[src/rtl/tswt_pkg.sv]
// Package for the task sleep and wait table.
// Holds the item kind and status codes and the sequencer state type; no dependencies.
package tswt_pkg;

    typedef enum logic [1:0] {
        FUNC_SLEEP_TIMED = 2'd0,
        FUNC_SLEEP_ADDR  = 2'd1,
        FUNC_WAKE_ADDR   = 2'd2,
        FUNC_TICK        = 2'd3
    } t_func;

    typedef enum logic [1:0] {
        STATUS_OK      = 2'd0,
        STATUS_FULL    = 2'd1,
        STATUS_NO_TASK = 2'd2,
        STATUS_RSVD    = 2'd3
    } t_status;

    typedef enum logic [2:0] {
        ST_IDLE,
        ST_READ,
        ST_CHECK,
        ST_EMIT,
        ST_DONE
    } t_state;

    localparam logic [15:0] SCAN_PERIOD_RESET = 16'd100;

endpackage

[src/rtl/task_sleep_wait_table_top.sv]
// Top level of the task sleep and wait table.
// Depends on tswt_pkg; the entry payload lives in an internal synchronous memory.
//
//  channel  | handshake                  | payload
//  input    | i_valid / o_stall          | i_func i_task_id i_task_present i_sleep_ticks
//           |                            | i_wait_address
//  output   | o_valid / i_stall          | o_woke o_woken_task o_status o_last
//  config   | i_cfg_we                   | i_cfg_data (scan_period)
//
// A sleep or a tick without a scan is accepted and its result is registered as it
// is accepted, so such items can follow each other with no gap unless a held result
// is stalled. A scan or an address wake walks the entry memory through its one
// read port: each entry is read, then checked, a woken task passes an emit step,
// and a final step sends the last result. Valid bits live in flops, so reset needs
// no clearing pass. i_stall holds a result in the output register and pauses the
// walk; o_stall is high while an item is in work or a held result is stalled.
module task_sleep_wait_table_top #(
    parameter int ENTRIES   = 16,
    parameter int TICK_BITS = 32
) (
    input  logic        i_clk,
    input  logic        i_rst_n,
    input  logic        i_valid,
    output logic        o_stall,
    input  logic [1:0]  i_func,
    input  logic [7:0]  i_task_id,
    input  logic        i_task_present,
    input  logic [31:0] i_sleep_ticks,
    input  logic [63:0] i_wait_address,
    output logic        o_valid,
    input  logic        i_stall,
    output logic        o_woke,
    output logic [7:0]  o_woken_task,
    output logic [1:0]  o_status,
    output logic        o_last,
    input  logic        i_cfg_we,
    input  logic [15:0] i_cfg_data
);
    import tswt_pkg::*;

    localparam int IW = (ENTRIES > 1) ? $clog2(ENTRIES) : 1;
    localparam int CW = $clog2(ENTRIES + 1);
    localparam int MW = 1 + 8 + TICK_BITS + 32 + 64;

    // Entry memory: {timed, task, start, duration, address}.
    logic [MW-1:0] mem [ENTRIES];
    logic [MW-1:0] r_rdata;
    logic          mem_we;
    logic [IW-1:0] mem_waddr;
    logic [MW-1:0] mem_wdata;
    logic [IW-1:0] mem_raddr;

    always_ff @(posedge i_clk) begin
        if (mem_we) begin
            mem[mem_waddr] <= mem_wdata;
        end
        r_rdata <= mem[mem_raddr];
    end

    t_state                r_state, n_state;
    logic [ENTRIES-1:0]    r_vld, n_vld;
    logic [TICK_BITS-1:0]  r_tick, n_tick;
    logic [15:0]           r_tts, n_tts;
    logic [15:0]           r_period;
    logic [CW-1:0]         r_idx, n_idx;
    logic                  r_scan, n_scan;
    logic [63:0]           r_addr, n_addr;
    logic                  r_any, n_any;
    logic [7:0]            r_ptask, n_ptask;
    logic                  r_ov, n_ov;
    logic                  r_owoke, n_owoke;
    logic [7:0]            r_otask, n_otask;
    logic [1:0]            r_ostat, n_ostat;
    logic                  r_olast, n_olast;

    // Fields of the entry just read.
    logic                  e_timed;
    logic [7:0]            e_task;
    logic [TICK_BITS-1:0]  e_start;
    logic [31:0]           e_dur;
    logic [63:0]           e_addr;
    logic [TICK_BITS-1:0]  elapsed;
    logic                  hit;
    logic                  out_free;
    logic [IW-1:0]         cur;
    logic                  free_found;
    logic [IW-1:0]         free_idx;
    logic [TICK_BITS-1:0]  tick_inc;
    logic [15:0]           tts_inc;

    assign {e_timed, e_task, e_start, e_dur, e_addr} = r_rdata;
    assign elapsed  = r_tick - e_start;
    assign cur      = r_idx[IW-1:0];
    assign out_free = !r_ov || !i_stall;
    assign tick_inc = r_tick + 1'b1;
    assign tts_inc  = r_tts + 16'd1;

    // A valid entry matches on expiry when scanning, on address otherwise.
    always_comb begin
        if (r_scan) begin
            hit = r_vld[cur] && e_timed && (e_dur != 32'd0)
                  && (64'(elapsed) >= 64'(e_dur));
        end else begin
            hit = r_vld[cur] && !e_timed && (e_addr == r_addr);
        end
    end

    // Lowest free entry.
    always_comb begin
        free_found = 1'b0;
        free_idx   = '0;
        for (int i = ENTRIES - 1; i >= 0; i--) begin
            if (!r_vld[i]) begin
                free_found = 1'b1;
                free_idx   = IW'(i);
            end
        end
    end

    // Sequencer: next state, memory access and result register.
    always_comb begin
        n_state   = r_state;
        n_vld     = r_vld;
        n_tick    = r_tick;
        n_tts     = r_tts;
        n_idx     = r_idx;
        n_scan    = r_scan;
        n_addr    = r_addr;
        n_any     = r_any;
        n_ptask   = r_ptask;
        n_ov      = r_ov && i_stall;
        n_owoke   = r_owoke;
        n_otask   = r_otask;
        n_ostat   = r_ostat;
        n_olast   = r_olast;
        mem_we    = 1'b0;
        mem_waddr = free_idx;
        mem_wdata = '0;
        mem_raddr = cur;
        o_stall   = (r_state != ST_IDLE) || (r_ov && i_stall);
        unique case (r_state)
            ST_IDLE: begin
                if (i_valid && !o_stall) begin
                    n_ov    = 1'b1;
                    n_owoke = 1'b0;
                    n_otask = 8'd0;
                    n_ostat = STATUS_OK;
                    n_olast = 1'b1;
                    unique case (t_func'(i_func))
                        FUNC_SLEEP_TIMED, FUNC_SLEEP_ADDR: begin
                            if (!i_task_present) begin
                                n_ostat = STATUS_NO_TASK;
                            end else if (!free_found) begin
                                n_ostat = STATUS_FULL;
                            end else begin
                                mem_we = 1'b1;
                                n_vld[free_idx] = 1'b1;
                                if (i_func == FUNC_SLEEP_TIMED) begin
                                    mem_wdata = {1'b1, i_task_id, r_tick, i_sleep_ticks,
                                                 64'd0};
                                end else begin
                                    mem_wdata = {1'b0, i_task_id, r_tick, 32'd0,
                                                 i_wait_address};
                                end
                            end
                        end
                        FUNC_WAKE_ADDR: begin
                            n_ov    = 1'b0;
                            n_scan  = 1'b0;
                            n_addr  = i_wait_address;
                            n_idx   = '0;
                            n_any   = 1'b0;
                            n_state = ST_READ;
                        end
                        FUNC_TICK: begin
                            n_tick = tick_inc;
                            if (tts_inc >= r_period) begin
                                n_tts   = 16'd0;
                                n_ov    = 1'b0;
                                n_scan  = 1'b1;
                                n_idx   = '0;
                                n_any   = 1'b0;
                                n_state = ST_READ;
                            end else begin
                                n_tts = tts_inc;
                            end
                        end
                        default: ;
                    endcase
                end
            end
            ST_READ: begin
                // The read address was presented this cycle.
                n_state = ST_CHECK;
            end
            ST_CHECK: begin
                if (hit) begin
                    n_state = ST_EMIT;
                end else if (r_idx == CW'(ENTRIES - 1)) begin
                    n_state = ST_DONE;
                end else begin
                    n_idx   = r_idx + 1'b1;
                    n_state = ST_READ;
                end
            end
            ST_EMIT: begin
                // The woken task is held until it is known whether another follows;
                // the task held before it goes out once the output is free.
                if (!r_any || out_free) begin
                    if (r_any) begin
                        n_ov    = 1'b1;
                        n_owoke = 1'b1;
                        n_otask = r_ptask;
                        n_ostat = STATUS_OK;
                        n_olast = 1'b0;
                    end
                    n_ptask    = e_task;
                    n_any      = 1'b1;
                    n_vld[cur] = 1'b0;
                    if (r_idx == CW'(ENTRIES - 1)) begin
                        n_state = ST_DONE;
                    end else begin
                        n_idx   = r_idx + 1'b1;
                        n_state = ST_READ;
                    end
                end
            end
            ST_DONE: begin
                // Send the held task marked last, or the empty result.
                if (out_free) begin
                    n_ov    = 1'b1;
                    n_owoke = r_any;
                    n_otask = r_any ? r_ptask : 8'd0;
                    n_ostat = STATUS_OK;
                    n_olast = 1'b1;
                    n_state = ST_IDLE;
                end
            end
            default: n_state = ST_IDLE;
        endcase
    end

    always_ff @(posedge i_clk) begin
        if (!i_rst_n) begin
            r_state  <= ST_IDLE;
            r_vld    <= '0;
            r_tick   <= '0;
            r_tts    <= '0;
            r_period <= SCAN_PERIOD_RESET;
            r_ov     <= 1'b0;
            r_idx    <= '0;
            r_scan   <= 1'b0;
            r_any    <= 1'b0;
        end else begin
            r_state <= n_state;
            r_vld   <= n_vld;
            r_tick  <= n_tick;
            r_tts   <= n_tts;
            r_ov    <= n_ov;
            r_idx   <= n_idx;
            r_scan  <= n_scan;
            r_any   <= n_any;
            if (i_cfg_we) begin
                r_period <= i_cfg_data;
            end
        end
    end

    always_ff @(posedge i_clk) begin
        r_addr  <= n_addr;
        r_ptask <= n_ptask;
        r_owoke <= n_owoke;
        r_otask <= n_otask;
        r_ostat <= n_ostat;
        r_olast <= n_olast;
    end

    assign o_valid      = r_ov;
    assign o_woke       = r_owoke;
    assign o_woken_task = r_otask;
    assign o_status     = r_ostat;
    assign o_last       = r_olast;

    // A woken result is never reported together with an error status.
    assert property (@(posedge i_clk) disable iff (!i_rst_n)
        o_valid && o_woke |-> o_status == STATUS_OK)
        else $error("woken result carries an error status");

    // While a walk is in progress, no new transaction is taken.
    assert property (@(posedge i_clk) disable iff (!i_rst_n)
        r_state != ST_IDLE |-> o_stall)
        else $error("input taken during a walk");

    // An emitted wake clears the valid bit of its entry.
    assert property (@(posedge i_clk) disable iff (!i_rst_n)
        r_state == ST_EMIT && out_free |=> !r_vld[$past(cur)])
        else $error("woken entry still valid");

endmodule
[config.mk]
export PLATFORM = sky130hd
export DESIGN_NAME = task_sleep_wait_table_top
export DESIGN_NICKNAME = d
export VERILOG_FILES = /design/src/rtl/tswt_pkg.sv /design/src/rtl/task_sleep_wait_table_top.sv
export SDC_FILE = /design/constraint.sdc
export NUM_CORES = 2
export LEC_CHECK = 0
export ABC_CLOCK_PERIOD_IN_PS = 34200
export BUFFER_PORTS_ARGS = -buffer_cell sky130_fd_sc_hd__buf_2
export CAP_MARGIN = 5
export CORE_MARGIN = 4
export CORE_UTILIZATION = 50
export DETAILED_ROUTE_END_ITERATION = 7
export PLACE_DENSITY = 0.63
export RECOVER_POWER = 25
export SYNTH_ARGS = -nofsm -noshare
export SYNTH_HDL_FRONTEND = slang
export SYNTH_SLANG_ARGS = --single-unit
[constraint.sdc]
create_clock -name i_clk -period 34.2 [get_ports i_clk]
set_input_delay 0 -clock i_clk [delete_from_list [all_inputs] [get_ports i_clk]]
set_output_delay 0 -clock i_clk [all_outputs]
set_load 0.05 [all_outputs]
==> impl_results.md <==
* Critical path type: reg2reg
* Worst relative slew slack at -476%
* Layout cell share with drive strength beyond 1 at 23.1%
* Final routed wire length divided by cell count at 28.9 µm
* # DRC at 0
* Via density per instance at 6.03
* Final Routed Wirelength at 223 mm
* Global router's overall resource usage at 22.6%
* Area of the mapped netlist at 96100 µm²
* Total of endpoints with negative setup slack in the final report at 0
* Clock insertion delay at the later pin of the skew report at 0.87 ns
* Maximum clock path buffer count at 3
* Reported net switching power at 0.00181 W
* Deepest level of the CTS H-tree at 4
* 1st-iter DRT viols at 4687
* Number of violations of the max-capacitance limit at 25
* Worst-path cell with the longest stage delay: clkbuf_1
* Final-layout setup total negative slack at 0 ns
* Clock network fraction of design power at 35.7%
* Via count of the first global-routing pass at 47500
* Largest clock skew in the final design at 0.0326 ns
* Relative contribution of combinational cells to total power at 16.5%
* Switching portion of total power at 24.6%
* Data arrival time of the worst path at 9.59 ns
* Post-synth top area share at 71.1%
* Internal Pwr Total at 0.00556 W
* Number of antenna violations at the first check in global routing at 11
* Achievable Freq at 0.110 GHz
* Die Wd at 446 µm
* HPWL after detailed placement at 115 mm
* Cell count after synthesis at 4473
* Worst-path clk slew at 0.07 ns
* Area growth from synthesis to layout at 14.6%
* Synth cell count leaders: edfxtp_1 (2276), mux4_2 (690), dfxtp_1 (228)
* Register bit total from synthesis at 2504
* 1st-pass router iterations at 5
* Fraction of the cycle the final worst path needs at 26.6%
* Remaining Overflow, GRT at 0
* Vias at 46500
* TritonCTS clock tree: yes
* Pin count of the biggest net entering global routing at 110
* Data required time of the worst path at 34.68 ns
* Sequential fraction of the synthesis area at 75.8%
* Cell taking the most area after synthesis: edfxtp_1
* Quantity of I/O buffers inserted on ports at 141
* Peak per-stage delay on the critical path at 5.04 ns
* Layout net count at 5202
* Cell leakage power at 35.9 nW
* Die area at 199000 µm²
* Setup bufs post-CTS at 0
* RD Place Congestion at 0.868
* Core area at 191000 µm²
* Maximum fanout count along the critical path at 77
* Min-Delay Path Class: in2reg
* Root buffer selected by CTS: clkbuf_16
* Number of buffers added by the clock tree synthesis step at 241
* Critical Path, Cell by Cell: nor3_1 > nand2_1 > nor3_1 > nand3b_1 > nor3_1 > clkbuf_1 > buf_4
* Number of different library cells in the post-synthesis netlist at 67
* Violated checks: max-capacitance violations, max-slew violations
* Hold Slack at 0.233 ns
* Cell with the most instances after synthesis: edfxtp_1
* Kind of end point of the critical path: register
* Net Count, Synth at 4688
* Cell with the most instances on the worst path: nor3_1
* Vertical die dimension at 446 µm
* Most area-consuming cells after synthesis: edfxtp_1 (71%), mux4_2 (16%), dfxtp_1 (4.7%), ha_1 (1.1%), and2_1 (0.92%)
* Io pins at 142
* RSZ-0062 raised after global routing: false
* Global-route wire length before repair at 326 mm
* Sequential fraction of design power at 47.7%
* VDD IR max at 57.2 µV
* DRT antenna net count at 0
* Effective utilization at floorplan at 50.4%
* Crit path time final at 9.11 ns
* Post-synthesis async set-or-reset flop share at 0%
* Final max-slew violation count at 911
* Fill cell count at 13800
* Endpoints failing hold at 0
* Synth Flop Type: edfxtp_1
* Site row count at 160
* Outcome: complete, but fails checks
* Number of synthesized flops with an enable pin at 2276
* Power density cells at 66.9 nW/µm²
* Mean instance size in the synthesized netlist at 21.5 µm²
* Num Clock Sinks at 2504
* Element type at the critical path start: register
* Actual slew at the worst max-slew pin at 8.65 ns
* Number of synthesis warnings at 0
==> state kept, by name (all words and copies together) (netlist names) <==
name,flops
r_tts,16
r_ptask,8
o_last,1
r_tick,32
o_status,2
r_rdata,137
r_any,1
r_state,3
r_vld,16
r_scan,1
mem,2192
r_addr,64
o_valid,1
r_idx,5
o_woke,1
o_woken_task,8
r_period,16
==> worst max-delay path: cells and delay by family, from the launching register on <==
kind / cells / cell delay (ns)
flops: 1 / 0.46
simple gates: 5 / 1.73
buf+inv: 2 / 6.41
==> per-stage QoR <==
| stage | area, µm² | util (%) | power [W] | std cells | setup WS [ns] |
|---|---|---|---|---|---|
| after detailed placement | 100000 | 52.6 | 0.00479 | 7026 | 28.87 |
| final | 110000 | 57.8 | 0.00737 | 7719 | 25.09 |
| after floorplan | 96100 | - | 0.00447 | 4473 | 22.36 |
| after CTS | 110000 | 57.9 | 0.00744 | 7715 | 28.81 |
| after global placement | 100000 | 52.6 | 0.00478 | 7026 | 28.89 |
| after global routing | 110000 | 57.8 | 0.00766 | 7717 | 24.67 |
==> what timing repair did <==
item | CTS | global route
hold buffers | 228 | 0
gates resized for setup | 0 | 0
endpoints found under the hold margin | 1875 | 0
==> layout by cell type (no fill, tap or decap), drive strengths merged, types with 33 or more instances in the layout <==
master,instances
clkbuf,417
nand4,33
xor2,60
nand3,40
edfxtp,2276
o21ai,47
and2,143
dlygate4sd3,228
ha,86
mux4,690
clkinv,100
dfxtp,228
xnor2,59
nor2,83
a21oi,76
inv,124
buf,138
nor3,33
nand2,90
==> worst paths after layout <==
path | from | end | slack [ns] | cells after the start
max | r_state[2] | mem[6][56] | 25.09 | 7
min | i_cfg_we | r_period[6] | 0.23 | 3
max reg2reg | r_state[2] | mem[6][56] | 25.09 | 7
min reg2reg | r_rdata[133] | r_ptask[5] | 0.39 | 0
==> cells by family (layout without fill, tap and decap cells) <==
group	after synthesis	after routing	share of synthesized area (%)
other cells	0	3	0
simple gates	516	516	2.85
buf+inv	305	1037	1.20
fa+ha+maj	87	87	1.14
flops	2504	2504	75.8
compound gates	239	239	1.58
mux	703	703	16.3
xor+xnor	119	119	1.08
==> power groups by stage <==
stage	combinational, W	clock, W	sequential (W)
final	0.00122	0.00263	0.00352
after global routing	0.00132	0.00282	0.00353
after CTS	0.00124	0.00269	0.00352
after detailed placement	0.00121	0	0.00358
after global placement	0.00120	0	0.00358
after floorplan	0.000928	0	0.00354
==> layer usage <==
layer	vias up	part of all wire (%)	GRT usage [%]
met1	25100	43	33.3
met4	0	2.3	5.88
met3	321	6.6	3.54
met5	-	0	0
met2	1581	48	35.7
li1	19500	-	-
==> area by class of cell <==
cell class	instances	area [µm²]	share of cell area (%)
sequential	2504	72900	66.2
multi-input combinational	1664	22100	20.1
clock buffer	325	6670	6.06
timing repair buffer	458	3590	3.26
tap	2511	3140	2.85
clock inverter	136	1250	1.13
inverter	118	450	0.409
antenna	3	7.51	0.00682
Power figures use the tool's default switching activity.
